[config.mk]
export PLATFORM = sky130hd
export DESIGN_NAME = versatile_interface_adapter_top_flat
export DESIGN_NICKNAME = d
export VERILOG_FILES = /design/src/sv/via_pkg.sv /design/src/sv/via_if.sv /design/src/sv/versatile_interface_adapter_top.sv /design/src/flat_wrapper.sv
export SDC_FILE = /design/constraint.sdc
export NUM_CORES = 1
export LEC_CHECK = 0
export ABC_AREA = 1
export ABC_CLOCK_PERIOD_IN_PS = 2400
export CORE_ASPECT_RATIO = 1.25
export CORE_MARGIN = 5
export CORE_UTILIZATION = 58
export DETAILED_ROUTE_END_ITERATION = 16
export DONT_BUFFER_PORTS = 1
export PLACE_DENSITY = 0.86
export SETUP_SLACK_MARGIN = 0.02
export SLEW_MARGIN = 25
export SYNTH_ARGS = -nofsm -noshare
export SYNTH_HDL_FRONTEND = slang
export SYNTH_SLANG_ARGS = --single-unit
[constraint.sdc]
create_clock -name clk_i -period 2.4 [get_ports clk_i]
set_input_delay 0.36 -clock clk_i [delete_from_list [all_inputs] [get_ports clk_i]]
set_output_delay 0.36 -clock clk_i [all_outputs]
set_load 0.02 [all_outputs]
[src/sv/via_pkg.sv]
// types, codes and constants shared by the interface adapter files
package via_pkg;

  typedef enum logic [1:0] {
    ACT_READ  = 2'd0,
    ACT_WRITE = 2'd1,
    ACT_TICK  = 2'd2,
    ACT_NONE  = 2'd3
  } action_e;

  typedef enum logic [3:0] {
    REG_ORB   = 4'd0,
    REG_ORA   = 4'd1,
    REG_DDRB  = 4'd2,
    REG_DDRA  = 4'd3,
    REG_T1CL  = 4'd4,
    REG_T1CH  = 4'd5,
    REG_T1LL  = 4'd6,
    REG_T1LH  = 4'd7,
    REG_T2CL  = 4'd8,
    REG_T2CH  = 4'd9,
    REG_SR    = 4'd10,
    REG_ACR   = 4'd11,
    REG_PCR   = 4'd12,
    REG_IFR   = 4'd13,
    REG_IER   = 4'd14,
    REG_ORA_NH = 4'd15
  } reg_e;

  localparam int unsigned FlagW = 7;

  localparam logic [FlagW-1:0] FLAG_CA2 = 7'h01;
  localparam logic [FlagW-1:0] FLAG_CA1 = 7'h02;
  localparam logic [FlagW-1:0] FLAG_SR  = 7'h04;
  localparam logic [FlagW-1:0] FLAG_CB2 = 7'h08;
  localparam logic [FlagW-1:0] FLAG_CB1 = 7'h10;
  localparam logic [FlagW-1:0] FLAG_T2  = 7'h20;
  localparam logic [FlagW-1:0] FLAG_T1  = 7'h40;

  localparam logic [2:0] CTRL_MANUAL_LOW  = 3'd6;
  localparam logic [2:0] CTRL_MANUAL_HIGH = 3'd7;

  localparam int unsigned ACR_T1_FREE_RUN = 6;
  localparam int unsigned ACR_T1_PB7      = 7;

  localparam logic [15:0] TIMER_RESET = 16'hFFFF;
  localparam logic [7:0]  LATCH_LOW_RESET = 8'hFF;

  typedef struct packed {
    logic [1:0] action;
    logic [3:0] reg_addr;
    logic [7:0] write_data;
    logic [7:0] port_a_pins;
    logic [7:0] port_b_pins;
    logic       ca1_event;
    logic       ca2_event;
    logic       cb1_event;
    logic       cb2_event;
  } in_t;

  typedef struct packed {
    logic [7:0] read_data;
    logic       irq;
    logic [7:0] port_a_out;
    logic [7:0] port_a_dir;
    logic [7:0] port_b_out;
    logic [7:0] port_b_dir;
    logic       ca2_level;
    logic       cb2_level;
  } out_t;

  function automatic logic [7:0] port_value(logic [7:0] outr, logic [7:0] dir,
                                            logic [7:0] pins);
    return (outr & dir) | (pins & ~dir);
  endfunction

endpackage

[src/sv/via_if.sv]
// valid/ready channels carrying request and result words
interface via_in_if;
  import via_pkg::*;
  logic valid;
  logic ready;
  in_t  data;
  modport source (output valid, output data, input ready);
  modport sink   (input valid, input data, output ready);
endinterface

interface via_out_if;
  import via_pkg::*;
  logic valid;
  logic ready;
  out_t data;
  modport source (output valid, output data, input ready);
  modport sink   (input valid, input data, output ready);
endinterface

[src/sv/versatile_interface_adapter_top.sv]
// 6522-style interface adapter: bus registers, two timers, interrupt flags
// One request word (bus read, bus write, timer tick or no action) is taken per
// clock and gives one result word in the output register in the next cycle. The
// next request is taken while that result waits, as long as the sink takes it in
// the same cycle, so the sustained rate is one word per clock. All register,
// timer and flag updates are taken into their registers at acceptance, with the
// output register; reads return the register value as it stood before any
// flag clear that the read causes, and the other result fields show the state
// after the update.
module versatile_interface_adapter_top
  import via_pkg::*;
(
  input  logic        clk_i,
  input  logic        rst_ni,
  via_in_if.sink      in_i,
  via_out_if.source   out_o
);

  logic [7:0]       ora_q, ora_d, orb_q, orb_d, ddra_q, ddra_d, ddrb_q, ddrb_d;
  logic [15:0]      t1_count_q, t1_count_d, t1_latch_q, t1_latch_d;
  logic [15:0]      t2_count_q, t2_count_d;
  logic [7:0]       t2_latch_low_q, t2_latch_low_d;
  logic [7:0]       sr_q, sr_d, acr_q, acr_d, pcr_q, pcr_d;
  logic [FlagW-1:0] flags_q, flags_d, en_q, en_d;
  logic             t1_active_q, t1_active_d, t2_active_q, t2_active_d;
  logic             ca2_q, ca2_d, cb2_q, cb2_d;
  logic             out_valid_q;
  out_t             out_q, out_d;
  logic             in_acc;
  logic [7:0]       rd;
  logic [15:0]      t1_dec, t2_dec;
  in_t              req;

  assign req       = in_i.data;
  assign in_i.ready = !out_valid_q || out_o.ready;
  assign in_acc    = in_i.valid && in_i.ready;
  assign t1_dec    = t1_count_q - 16'd1;
  assign t2_dec    = t2_count_q - 16'd1;

  always_comb begin
    ora_d = ora_q; orb_d = orb_q; ddra_d = ddra_q; ddrb_d = ddrb_q;
    t1_count_d = t1_count_q; t1_latch_d = t1_latch_q; t2_count_d = t2_count_q;
    t2_latch_low_d = t2_latch_low_q;
    sr_d = sr_q; acr_d = acr_q; pcr_d = pcr_q;
    flags_d = flags_q; en_d = en_q;
    t1_active_d = t1_active_q; t2_active_d = t2_active_q;
    ca2_d = ca2_q; cb2_d = cb2_q;
    rd = 8'h00;

    case (action_e'(req.action))
      ACT_READ: begin
        unique case (reg_e'(req.reg_addr))
          REG_ORB: begin
            flags_d = flags_q & ~(FLAG_CB1 | FLAG_CB2);
            rd = port_value(orb_q, ddrb_q, req.port_b_pins);
          end
          REG_ORA: begin
            flags_d = flags_q & ~(FLAG_CA1 | FLAG_CA2);
            rd = port_value(ora_q, ddra_q, req.port_a_pins);
          end
          REG_DDRB: rd = ddrb_q;
          REG_DDRA: rd = ddra_q;
          REG_T1CL: begin
            flags_d = flags_q & ~FLAG_T1;
            rd = t1_count_q[7:0];
          end
          REG_T1CH: rd = t1_count_q[15:8];
          REG_T1LL: rd = t1_latch_q[7:0];
          REG_T1LH: rd = t1_latch_q[15:8];
          REG_T2CL: begin
            flags_d = flags_q & ~FLAG_T2;
            rd = t2_count_q[7:0];
          end
          REG_T2CH: rd = t2_count_q[15:8];
          REG_SR: begin
            flags_d = flags_q & ~FLAG_SR;
            rd = sr_q;
          end
          REG_ACR: rd = acr_q;
          REG_PCR: rd = pcr_q;
          REG_IFR: rd = {|(flags_q & en_q), flags_q};
          REG_IER: rd = {1'b1, en_q};
          default: rd = port_value(ora_q, ddra_q, req.port_a_pins);
        endcase
      end
      ACT_WRITE: begin
        unique case (reg_e'(req.reg_addr))
          REG_ORB: begin
            flags_d = flags_q & ~(FLAG_CB1 | FLAG_CB2);
            orb_d = req.write_data;
          end
          REG_ORA: begin
            flags_d = flags_q & ~(FLAG_CA1 | FLAG_CA2);
            ora_d = req.write_data;
          end
          REG_DDRB: ddrb_d = req.write_data;
          REG_DDRA: ddra_d = req.write_data;
          REG_T1CL, REG_T1LL: t1_latch_d = {t1_latch_q[15:8], req.write_data};
          REG_T1CH: begin
            t1_latch_d  = {req.write_data, t1_latch_q[7:0]};
            t1_count_d  = {req.write_data, t1_latch_q[7:0]};
            flags_d     = flags_q & ~FLAG_T1;
            t1_active_d = 1'b1;
          end
          REG_T1LH: begin
            t1_latch_d = {req.write_data, t1_latch_q[7:0]};
            flags_d    = flags_q & ~FLAG_T1;
          end
          REG_T2CL: t2_latch_low_d = req.write_data;
          REG_T2CH: begin
            t2_count_d  = {req.write_data, t2_latch_low_q};
            flags_d     = flags_q & ~FLAG_T2;
            t2_active_d = 1'b1;
          end
          REG_SR: begin
            sr_d    = req.write_data;
            flags_d = flags_q & ~FLAG_SR;
          end
          REG_ACR: acr_d = req.write_data;
          REG_PCR: begin
            pcr_d = req.write_data;
            if (req.write_data[3:1] == CTRL_MANUAL_LOW) ca2_d = 1'b0;
            else if (req.write_data[3:1] == CTRL_MANUAL_HIGH) ca2_d = 1'b1;
            if (req.write_data[7:5] == CTRL_MANUAL_LOW) cb2_d = 1'b0;
            else if (req.write_data[7:5] == CTRL_MANUAL_HIGH) cb2_d = 1'b1;
          end
          REG_IFR: flags_d = flags_q & ~req.write_data[FlagW-1:0];
          REG_IER: begin
            if (req.write_data[7]) en_d = en_q | req.write_data[FlagW-1:0];
            else en_d = en_q & ~req.write_data[FlagW-1:0];
          end
          default: ora_d = req.write_data;
        endcase
      end
      ACT_TICK: begin
        // timers first, then the line events
        if (t1_active_q && t1_count_q != 16'd0) begin
          t1_count_d = t1_dec;
          if (t1_dec == 16'd0) begin
            flags_d = flags_d | FLAG_T1;
            if (acr_q[ACR_T1_FREE_RUN]) t1_count_d = t1_latch_q;
            else t1_active_d = 1'b0;
            if (acr_q[ACR_T1_PB7]) orb_d = orb_q ^ 8'h80;
          end
        end
        if (t2_active_q && t2_count_q != 16'd0) begin
          t2_count_d = t2_dec;
          if (t2_dec == 16'd0) begin
            flags_d     = flags_d | FLAG_T2;
            t2_active_d = 1'b0;
          end
        end
        if (req.ca1_event) flags_d = flags_d | FLAG_CA1;
        if (req.ca2_event) flags_d = flags_d | FLAG_CA2;
        if (req.cb1_event) flags_d = flags_d | FLAG_CB1;
        if (req.cb2_event) flags_d = flags_d | FLAG_CB2;
      end
      default: rd = 8'h00;
    endcase

    out_d.read_data  = rd;
    out_d.irq        = |(flags_d & en_d);
    out_d.port_a_out = ora_d;
    out_d.port_a_dir = ddra_d;
    out_d.port_b_out = orb_d;
    out_d.port_b_dir = ddrb_d;
    out_d.ca2_level  = ca2_d;
    out_d.cb2_level  = cb2_d;
  end

  always_ff @(posedge clk_i or negedge rst_ni) begin
    if (!rst_ni) begin
      ora_q <= '0; orb_q <= '0; ddra_q <= '0; ddrb_q <= '0;
      t1_count_q <= TIMER_RESET; t1_latch_q <= TIMER_RESET;
      t2_count_q <= TIMER_RESET; t2_latch_low_q <= LATCH_LOW_RESET;
      sr_q <= '0; acr_q <= '0; pcr_q <= '0;
      flags_q <= '0; en_q <= '0;
      t1_active_q <= 1'b0; t2_active_q <= 1'b0;
      ca2_q <= 1'b0; cb2_q <= 1'b0;
    end else if (in_acc) begin
      ora_q <= ora_d; orb_q <= orb_d; ddra_q <= ddra_d; ddrb_q <= ddrb_d;
      t1_count_q <= t1_count_d; t1_latch_q <= t1_latch_d;
      t2_count_q <= t2_count_d; t2_latch_low_q <= t2_latch_low_d;
      sr_q <= sr_d; acr_q <= acr_d; pcr_q <= pcr_d;
      flags_q <= flags_d; en_q <= en_d;
      t1_active_q <= t1_active_d; t2_active_q <= t2_active_d;
      ca2_q <= ca2_d; cb2_q <= cb2_d;
    end
  end

  always_ff @(posedge clk_i or negedge rst_ni) begin
    if (!rst_ni) begin
      out_valid_q <= 1'b0;
    end else if (in_acc) begin
      out_valid_q <= 1'b1;
    end else if (out_o.ready) begin
      out_valid_q <= 1'b0;
    end
  end

  always_ff @(posedge clk_i) begin
    if (in_acc) begin
      out_q <= out_d;
    end
  end

  assign out_o.valid = out_valid_q;
  assign out_o.data  = out_q;

  // a result word always follows an accepted request
  assert property (@(posedge clk_i) disable iff (!rst_ni) in_acc |=> out_valid_q)
    else $error("result word missing after accepted request");

  // pending result reflects the live interrupt state
  assert property (@(posedge clk_i) disable iff (!rst_ni)
    out_valid_q |-> (out_q.irq == |(flags_q & en_q)))
    else $error("irq in result disagrees with flag and enable registers");

  // pending result mirrors the port output registers
  assert property (@(posedge clk_i) disable iff (!rst_ni)
    out_valid_q |-> (out_q.port_b_out == orb_q && out_q.port_a_out == ora_q))
    else $error("port output in result disagrees with port registers");

  // a stopped timer one only restarts through a high counter write
  assert property (@(posedge clk_i) disable iff (!rst_ni)
    (!t1_active_q && in_acc &&
     !(req.action == ACT_WRITE && req.reg_addr == REG_T1CH)) |=> !t1_active_q)
    else $error("timer one started without a counter write");

endmodule

[src/flat_wrapper.sv]
// flat-port wrapper written by rule: the top's interface ports become plain ports
module versatile_interface_adapter_top_flat import via_pkg::*;
  (clk_i, rst_ni, in_i_valid, in_i_data, in_i_ready, out_o_valid, out_o_data, out_o_ready);
  via_in_if in_i_i ();
  via_out_if out_o_i ();
  input  logic clk_i;
  input  logic rst_ni;
  input wire logic [$bits(in_i_i.valid)-1:0] in_i_valid;
  input wire logic [$bits(in_i_i.data)-1:0] in_i_data;
  output wire logic [$bits(in_i_i.ready)-1:0] in_i_ready;
  output wire logic [$bits(out_o_i.valid)-1:0] out_o_valid;
  output wire logic [$bits(out_o_i.data)-1:0] out_o_data;
  input wire logic [$bits(out_o_i.ready)-1:0] out_o_ready;
  assign in_i_i.valid = in_i_valid;
  assign in_i_i.data = in_i_data;
  assign in_i_ready = in_i_i.ready;
  assign out_o_valid = out_o_i.valid;
  assign out_o_data = out_o_i.data;
  assign out_o_i.ready = out_o_ready;
  versatile_interface_adapter_top u_core (.clk_i(clk_i), .rst_ni(rst_ni), .in_i(in_i_i), .out_o(out_o_i));
endmodule
==> flow_summary.json, run 1 <==
{
  "status": "complete, but fails checks",
  "violations": "negative hold slack",
  "synth_top_area_share_pct": 19.53,
  "dp.cells": 1470,
  "place.gp.congestion": 0.9909,
  "portBuffers": 0,
  "grt_pass1_vias": 8775,
  "cp.arrival_ns": 2.70,
  "setup_ws_ns": 0.06194,
  "netlist_instances": 1244,
  "cts_buffer_depth": 2,
  "post-route-drc-count": 0,
  "crit_required_ns": 2.76,
  "overflow": 0,
  "fin_crit_sh_pct": 97.42,
  "setup_tns_ns": 0,
  "synth-edff-count": 43,
  "fp-row-count": 52,
  "ios": 83,
  "initial_utilization_pct": 59.09,
  "clk_latency_ns": 0.44,
  "path_clk_slew_ns": 0.07,
  "synth_most_common_cell": "nand2_1",
  "drv_cap": 0,
  "fill_cells": 1324,
  "rrSetupSlack_ns": 0.06,
  "final_util_pct": 66.56,
  "synth.ff_latch_count": 174,
  "slew_headroom_pct": 53.39,
  "path_cells": "inv_2 -> ha_1 -> inv_1 -> nor2_1 -> nor2_1 -> nand2_1 -> nor2_1 -> nand2_1 -> nor2_1 -> nand3_2 -> nor2_4 -> buf_6 -> nand2_8 -> nand2_1 -> nand3_1 -> a22oi_2",
  "syn_avg_cell_area_um2": 7.726,
  "worstMarginPinSlew_ns": 0.6927,
  "setup_viol": 0,
  "ir_drop_mv": 0.5473,
  "max_stage_delay_ns": 0.54,
  "worstSetupPathType": "flip-flop to flip-flop",
  "cts_made_buffers": 17,
  "power.density_mw_per_mm2": 902.8,
  "grt_pass1_wl_um": 47450,
  "tritoncts": "done",
  "die_area_mm2": 0.01926,
  "rsz0062_at_grt": "true",
  "ys_top_cells_by_count": "320 x nand2_1, 167 x o21ai_0, 162 x inv_1",
  "r2r_end": "u_core.t1_count_q[8]",
  "synth.distinct_cells": 49,
  "core_mm2": 0.01627,
  "track_usage_pct": 31.52,
  "insertedDiodeCount": 0,
  "grtUsageMet1_pct": 37.67,
  "whs_ns": -0.3919,
  "cpMostUsedCell": "nor2_1",
  "yosysTopAreaCell": "dfrtp_1",
  "path_depth": 16,
  "slowest_stage": "dfstp_2",
  "slew_viol_final": 0,
  "antenna_found_initial": 0,
  "p_total_mw": 9.774,
  "cts.sink_count": 174,
  "fin_cells": 1507,
  "via_count": 9229,
  "hpwl_um": 22560,
  "critPathMaxFanout": 8,
  "fmax_mhz": 427.7,
  "h-tree-depth": 4,
  "vias_per_cell": 6.124,
  "syn_area_mm2": 0.009612,
  "place_area_mm2": 0.01012,
  "r2r_start": "u_core.t1_count_q[0]",
  "synthTopCellsByArea": "dfrtp_1 20%, dfstp_2 15%, edfxtp_1 13%",
  "clock_skew_ns": 0.009100,
  "synth_fp_nets": 1292,
  "antenna_left": 0,
  "synth-seq-area-share_pct": 48.27,
  "crit_start": "u_core.t1_count_q[0]",
  "routedWlPerCell_um": 20.49,
  "worst_setup_path_start_kind": "flip-flop",
  "pre_cts_slack_ns": 0.04907,
  "grt_use_met3_pct": 7.772,
  "hold_class": "input port to asynchronous set/reset pin",
  "hold_viol": 131,
  "routed_wl_um": 30880,
  "busiest_layer": "met2",
  "cp.buffers_inverters": 3,
  "synth_flop_cell": "dfrtp_1",
  "final_cell_area_mm2": 0.01083,
  "cp-end-kind": "flip-flop",
  "use_met2_pct": 51.65,
  "leakage_nw": 4.877,
  "drive_above_1_share_pct": 14.18,
  "crit_family": "simple AND/OR/NAND/NOR gates",
  "synth-async-reset-ratio_pct": 75.29,
  "firstDrtPassIters": 6,
  "r2r_cells": 16,
  "die_h_um": 153.9,
  "die_w_um": 125.1,
  "area_growth_pct": 12.64,
  "yosysWarnings": 0,
  "period_needed_ns": 2.338,
  "cts_root_buf": "clkbuf_16",
  "grt_max_degree": 132,
  "drt-initial-drc-count": 1319,
  "finalNetCount": 1326
}
[metal layers]
layer,vias to the layer above,part of all wire [%],routed length [µm]
li1,4195,-,-
met5,-,0,0
met1,4306,35,10910
met4,0,5.8,1801
met2,586,49,14980
met3,142,10,3189
[worst register-to-register path, stage by stage, from the launching register on]
cell and delay [ns]:
dfstp_2 0.54, inv_2 0.04, ha_1 0.20, inv_1 0.05
nor2_1 0.06, nor2_1 0.13, nand2_1 0.07, nor2_1 0.14
nand2_1 0.07, nor2_1 0.13, nand3_2 0.10, nor2_4 0.10
buf_6 0.14, nand2_8 0.09, nand2_1 0.09, nand3_1 0.12
a22oi_2 0.17
[power breakdown]
group	total (mW)	internal, mW	switching, mW	leakage (nW)
sequential	4.55	3.91	0.642	1.94
combinational	2.48	0.827	1.65	2.65
clock	2.75	1.40	1.35	0.287
[what timing repair did]
item	in CTS	in global routing
gates cloned	0	2
pin swaps	0	7
endpoints found under the hold margin	131	131
gates resized for setup	1	16
setup buffers	0	3
endpoints found under the setup margin	2	20
[logic make-up after synthesis]
group           Yosys count  share of synthesized area, %
simple gates            539                         23.39
compound gates          297                         17.42
buf+inv                 212                         8.487
flops                   174                         48.27
fa+ha+maj                10                         1.302
xor+xnor                  9                        0.8201
mux                       3                        0.3124
[worst max-delay path by stage]
stage	slack, ns	endpoint
6_report	0.06	u_core.t1_count_q[8]
5_1_grt	-0.03	u_core.t1_count_q[8]
4_1_cts	0.05	u_core.t1_count_q[8]
3_5_place_dp	0.05	u_core.t1_count_q[3]
3_3_place_gp	0.06	u_core.t1_count_q[0]
2_1_floorplan	0.11	u_core.out_o.data[17]
[state kept, by name, summed over array words and instances, names as in the netlist]
name,count
u_core.cb2_q,1
u_core.t1_active_q,1
u_core.acr_q,8
u_core.en_q,7
u_core.orb_q,8
u_core.t2_active_q,1
u_core.ora_q,8
u_core.t2_latch_low_q,8
u_core.out_o.data,43
u_core.t2_count_q,16
u_core.t1_count_q,16
u_core.sr_q,8
u_core.pcr_q,8
u_core.flags_q,7
u_core.out_o.valid,1
u_core.ddrb_q,8
u_core.t1_latch_q,16
u_core.ca2_q,1
u_core.ddra_q,8
[layout make-up]
type | instances | area (µm²) | area share [%]
repair buffers | 59 | 460.4 | 4.253
inverters | 167 | 631.9 | 5.836
clock inverters | 15 | 165.2 | 1.525
multi-input cells | 859 | 4234 | 39.11
well taps | 216 | 270.3 | 2.496
clock buffers | 17 | 425.4 | 3.929
flip-flops and latches | 174 | 4639 | 42.85
[cell usage in the layout, fill, tap and decap left out, drive strengths merged, types with 10 or more instances in the layout]
cell type and instances:
a21oi 37, buf 59, clkbuf 17, dfrtp 75, dfstp 56, edfxtp 43, ha 10, inv 171
nand2 330, nand3 63, nor2 118, nor4 10, o21ai 180, o22ai 39
(Power assumes the default switching activity.)
==> run 2: changes to the inputs <==
Settings changed: PLACE_DENSITY 0.86 to unset, PLACE_DENSITY_LB_ADDON set to 0.1.
==> run 2 against run 1 <==
Effect of this change: the flow still finishes with violations (negative hold slack); power is 0.47% higher; wire length is 0.25% higher; sequential power hardly changed; hold slack better by 0.021 ns; cell count is 0.27% lower; design area hardly changed; clock skew hardly changed; clock-buffer cell count stayed put; first-iteration DRC count is 26% lower; setup slack better by 0.069 ns; core utilization is 0.054 points lower; die area stayed put; critical path type unchanged.
==> flow_summary.json, run 2 (synthesis results as in run 1) <==
{
  "slew_viol_final": 0,
  "final_cell_mix": "318 x nand2_1, 167 x o21ai_0, 161 x inv_1",
  "fp-row-count": 52,
  "post-route-drc-count": 0,
  "setup_viol": 0,
  "dr.max_layer_used": "met4",
  "core_mm2": 0.01627,
  "vias_per_cell": 5.951,
  "place.gp.congestion": 0.9938,
  "via_count": 8945,
  "leakage_nw": 4.868,
  "rsz0062_at_grt": "false",
  "routedWlPerCell_um": 20.60,
  "worst_setup_path_start_kind": "flip-flop",
  "ir_drop_mv": 0.4620,
  "die_w_um": 125.1,
  "tritoncts": "done",
  "drt-initial-drc-count": 970,
  "grt_max_degree": 132,
  "fin_crit_sh_pct": 94.55,
  "h-tree-depth": 4,
  "crit_required_ns": 2.76,
  "cts_made_buffers": 17,
  "ios": 83,
  "power.density_mw_per_mm2": 907.8,
  "wl_met3_um": 2230,
  "grt_pass1_vias": 8594,
  "m1WireLength_um": 12510,
  "antenna_found_initial": 0,
  "fin_cells": 1503,
  "largest_reg_flops": 43,
  "clock_skew_ns": 0.008858,
  "layout_commonest_cell": "nand2_1",
  "final_util_pct": 66.51,
  "finalNetCount": 1322,
  "path_clk_slew_ns": 0.07,
  "die_h_um": 153.9,
  "worstMarginPinSlew_ns": 0.6456,
  "grt_pass1_wl_um": 48270,
  "critPathMaxFanout": 5,
  "hold_viol": 131,
  "cts_buffer_depth": 2,
  "period_needed_ns": 2.269,
  "insertedDiodeCount": 0,
  "firstDrtPassIters": 6,
  "fmax_mhz": 440.7,
  "status": "complete, but fails checks",
  "area_growth_pct": 12.55,
  "routed_wl_um": 30960,
  "worstSetupPathType": "flip-flop to flip-flop",
  "initial_utilization_pct": 59.09,
  "clk_latency_ns": 0.43,
  "drive_above_1_share_pct": 13.91,
  "drv_cap": 0,
  "cp.arrival_ns": 2.63,
  "track_usage_pct": 32.20,
  "hold_class": "input port to asynchronous set/reset pin",
  "cts_root_buf": "clkbuf_16",
  "cp-end-kind": "flip-flop",
  "slew_headroom_pct": 56.56,
  "cts.sink_count": 174,
  "hpwl_um": 23130,
  "portBuffers": 0,
  "routed-wl-met2_um": 14740,
  "violations": "negative hold slack",
  "whs_ns": -0.3709,
  "overflow": 0,
  "antenna_left": 0,
  "dp.cells": 1469,
  "die_area_mm2": 0.01926
}
## run 2: changes by cell type in the layout (fill, tap and decap cells not counted), sizes merged
| cell | before | now |
|---|---|---|
| buf | 59 | 55 |
| bufinv | 0 | 2 |
| clkinv | 9 | 8 |
| inv | 171 | 170 |
## run 2: routing by layer
metal | vias up | GRT usage (%)
met4 | 0 | 15.75
met5 | - | 0
met1 | 4269 | 41.70
met2 | 403 | 52.52
met3 | 87 | 5.586
li1 | 4186 | -
## run 2: metrics by stage
stage               setup TNS [ns]  power (mW)  hold slack, ns  setup slack, ns  area [µm²]
detailed placement        -0.04084       6.918         0.07008         -0.04084       10150
CTS                              0       9.767         -0.3886          0.03993       10760
global placement          -0.03194       6.855         0.06878         -0.03194       10150
global route                     0       10.33         -0.3955         0.006275       10820
finish                           0       9.820         -0.3709           0.1308       10820
floorplan                        0       6.042         0.06441           0.1052        9619
## run 2: timing repair
action | 4_1_cts | 5_1_grt
buffers inserted | 0 | 1
setup endpoints to repair | 0 | 21
resized for setup | 0 | 14
hold endpoints to repair | 131 | 131
## run 2: path summary, 6_finish.rpt
kind | startpoint | end | slack [ns] | cells after the start
max | u_core.t1_count_q[0] | u_core.t1_count_q[14] | 0.13 | 15
min | rst_ni | u_core.en_q[1] | -0.37 | 0
max reg2reg | u_core.t1_count_q[0] | u_core.t1_count_q[14] | 0.13 | 15
min reg2reg | u_core.cb2_q | u_core.cb2_q | 0.50 | 2
max in group asynchronous | rst_ni | u_core.t2_count_q[15] | 2.43 | 0
min in group clk_i | in_i_data[25] | u_core.t2_latch_low_q[5] | 0.04 | 2
## run 2: cell type report
class / count / area, µm²
clock buffers: 17 / 425.4
clock inverters: 15 / 177.7
fillers: 1381 / 5448
inverters: 167 / 628.1
multi-input cells: 859 / 4207
flip-flops and latches: 174 / 4639
well taps: 216 / 270.3
repair buffers: 55 / 470.5
## run 2: critical path: stages, from the launching register on
cell and delay, ns:
dfstp_2 0.54, inv_2 0.04, ha_2 0.18, buf_4 0.15, nand2_4 0.08, nor2_4 0.05, nand3b_1 0.13, nand2_2 0.08
nor2_2 0.11, nand3_2 0.09, nor2_4 0.19, nand2_4 0.12, buf_6 0.15, nand2_1 0.07, nand3_2 0.07, a22oi_2 0.15
## run 2: power by group
group / internal [mW] / switching [mW]
registers: 3.91 / 0.637
logic: 0.807 / 1.60
clock network: 1.57 / 1.29
==> run 3: changes to the inputs <==
Settings changed: PLACE_DENSITY set to 0.75, PLACE_DENSITY_LB_ADDON 0.1 to unset.
==> run 3 against run 2 <==
Effect of this change: the run still ends with negative hold slack left; sequential power about the same; power shrank 2.2%; cell count unchanged; via count is 0.22% lower; fmax decreased by 0.45%; flip-flop and latch count unchanged; global-route usage shrank 1.1 points; highest routed layer unchanged; core utilization fell by 0.35 points.
==> flow_summary.json, run 3 (synthesis results as in run 1) <==
{
  "finalNetCount": 1322,
  "grt_max_degree": 132,
  "cts_root_buf": "clkbuf_16",
  "r2r_end": "u_core.t1_active_q",
  "crit_family": "simple AND/OR/NAND/NOR gates",
  "die_area_mm2": 0.01926,
  "pwr-share-seq_pct": 47.2,
  "switchingPower_mw": 3.448,
  "tritoncts": "done",
  "path_depth": 16,
  "violations": "negative hold slack",
  "critPathMaxFanout": 5,
  "max_stage_delay_ns": 0.54,
  "crit_start": "u_core.t1_count_q[0]",
  "fp-row-count": 52,
  "seq_area_mm2": 0.004639,
  "worstSetupPathType": "flip-flop to flip-flop",
  "track_usage_pct": 31.06,
  "place.gp.congestion": 1.047,
  "area_growth_pct": 11.95,
  "slowest_stage": "dfstp_2",
  "setup_tns_ns": 0,
  "rrSetupSlack_ns": 0.12,
  "hold_viol": 131,
  "rsz0062_at_grt": "false",
  "antenna_found_initial": 0,
  "fin_crit_sh_pct": 94.97,
  "hpwl_um": 22110,
  "ir_drop_mv": 0.4627,
  "power.density_mw_per_mm2": 892.3,
  "ios": 83,
  "h-tree-depth": 4,
  "layout_commonest_cell": "nand2_1",
  "cts.sink_count": 174,
  "die_w_um": 125.1,
  "clk_latency_ns": 0.44,
  "core_mm2": 0.01627,
  "cts_made_buffers": 17,
  "period_needed_ns": 2.279,
  "crit_required_ns": 2.70,
  "pwr-share-comb_pct": 24.7,
  "setup_viol": 0,
  "multi_input_area_mm2": 0.004185,
  "antenna_left": 0,
  "initial_utilization_pct": 59.09,
  "cp.arrival_ns": 2.58,
  "slew_headroom_pct": 62.02,
  "fmax_mhz": 438.7,
  "p_total_mw": 9.602,
  "drive_above_1_share_pct": 13.60,
  "cts_buffer_depth": 2,
  "cp.buffers_inverters": 4,
  "portBuffers": 0,
  "clock_skew_ns": 0.01093,
  "insertedDiodeCount": 0,
  "worst_setup_path_start_kind": "flip-flop",
  "drt-initial-drc-count": 1212,
  "endpoint": "u_core.t1_active_q",
  "overflow": 0,
  "final_cell_mix": "320 x nand2_1, 167 x o21ai_0, 160 x inv_1",
  "drv_cap": 0,
  "r2r_start": "u_core.t1_count_q[0]",
  "die_h_um": 153.9,
  "path_cells": "inv_2 -> ha_2 -> inv_1 -> nor2_1 -> nor2_1 -> nand2_1 -> nor2_2 -> nand2_1 -> nor2_1 -> nand3_2 -> nor2_4 -> buf_12 -> buf_4 -> nand3_1 -> nand2_1 -> o21ai_0",
  "leakage_nw": 4.830,
  "via_count": 8925,
  "routed_wl_um": 30160,
  "status": "complete, but fails checks",
  "path_clk_slew_ns": 0.07,
  "fill_cells": 1384,
  "largest_reg_flops": 43,
  "whs_ns": -0.3842,
  "grt_pass1_vias": 8062,
  "worstMarginPinSlew_ns": 0.5690,
  "grt_pass1_wl_um": 46310,
  "slew_viol_final": 0,
  "post-route-drc-count": 0,
  "clockPowerShare_pct": 28.1,
  "cp-end-kind": "flip-flop",
  "intPower_mw": 6.153,
  "firstDrtPassIters": 6,
  "routedWlPerCell_um": 20.07,
  "p_sw_share_pct": 35.91,
  "hold_class": "input port to asynchronous set/reset pin",
  "vias_per_cell": 5.938,
  "r2r_cells": 16
}
-- run 3: metrics by stage --
step | cell area (µm²) | setup slack [ns] | hold WS [ns] | cells | util [%]
2_1_floorplan | 9619 | 0.1052 | 0.06441 | 1244 | -
3_3_place_gp | 10120 | 0.04891 | 0.06871 | 1467 | 62.23
3_5_place_dp | 10120 | 0.02300 | 0.06805 | 1467 | 62.23
4_1_cts | 10690 | 0.02273 | -0.3937 | 1499 | 65.69
5_1_grt | 10760 | 0.01958 | -0.3976 | 1503 | 66.15
6_report | 10760 | 0.1206 | -0.3842 | 1503 | 66.15
-- run 3: cell type report --
type / count / share of cell area [%]
Sequential cell: 174 / 43.12
Multi-Input combinational cell: 858 / 38.90
Inverter: 167 / 5.872
Timing Repair Buffer: 56 / 4.372
Clock buffer: 19 / 4.023
Tap cell: 216 / 2.512
Clock inverter: 13 / 1.209
-- run 3: power groups by stage --
stage | logic [mW] | clock network (mW) | registers, mW
after floorplan | 1.66 | 0 | 4.38
after global placement | 2.25 | 0 | 4.55
after detailed placement | 2.29 | 0 | 4.57
after CTS | 2.31 | 2.72 | 4.52
after global routing | 2.64 | 2.86 | 4.60
final | 2.37 | 2.69 | 4.53
-- run 3: worst min path at each step --
| stage | depth (start not counted) | startpoint | to | slack (ns) |
|---|---|---|---|---|
| floorplan | 0 | rst_ni | u_core.acr_q[0] | 0.06 |
| global placement | 0 | rst_ni | u_core.ora_q[0] | 0.07 |
| detailed placement | 0 | rst_ni | u_core.ora_q[0] | 0.07 |
| CTS | 0 | rst_ni | u_core.ora_q[0] | -0.39 |
| global route | 0 | rst_ni | u_core.orb_q[0] | -0.40 |
| finish | 0 | rst_ni | u_core.ora_q[0] | -0.38 |
-- run 3: metal layers --
layer,track usage [%],wire length [µm]
met5,0,0
met1,39.34,11450
met3,7.183,2892
met2,50.42,14300
met4,14.98,1521
-- run 3: repair_timing --
item,CTS,global route
hold endpoints to repair,131,131
endpoints found under the setup margin,5,19
pin swaps,1,7
setup buffers,0,4
gates resized for setup,0,9
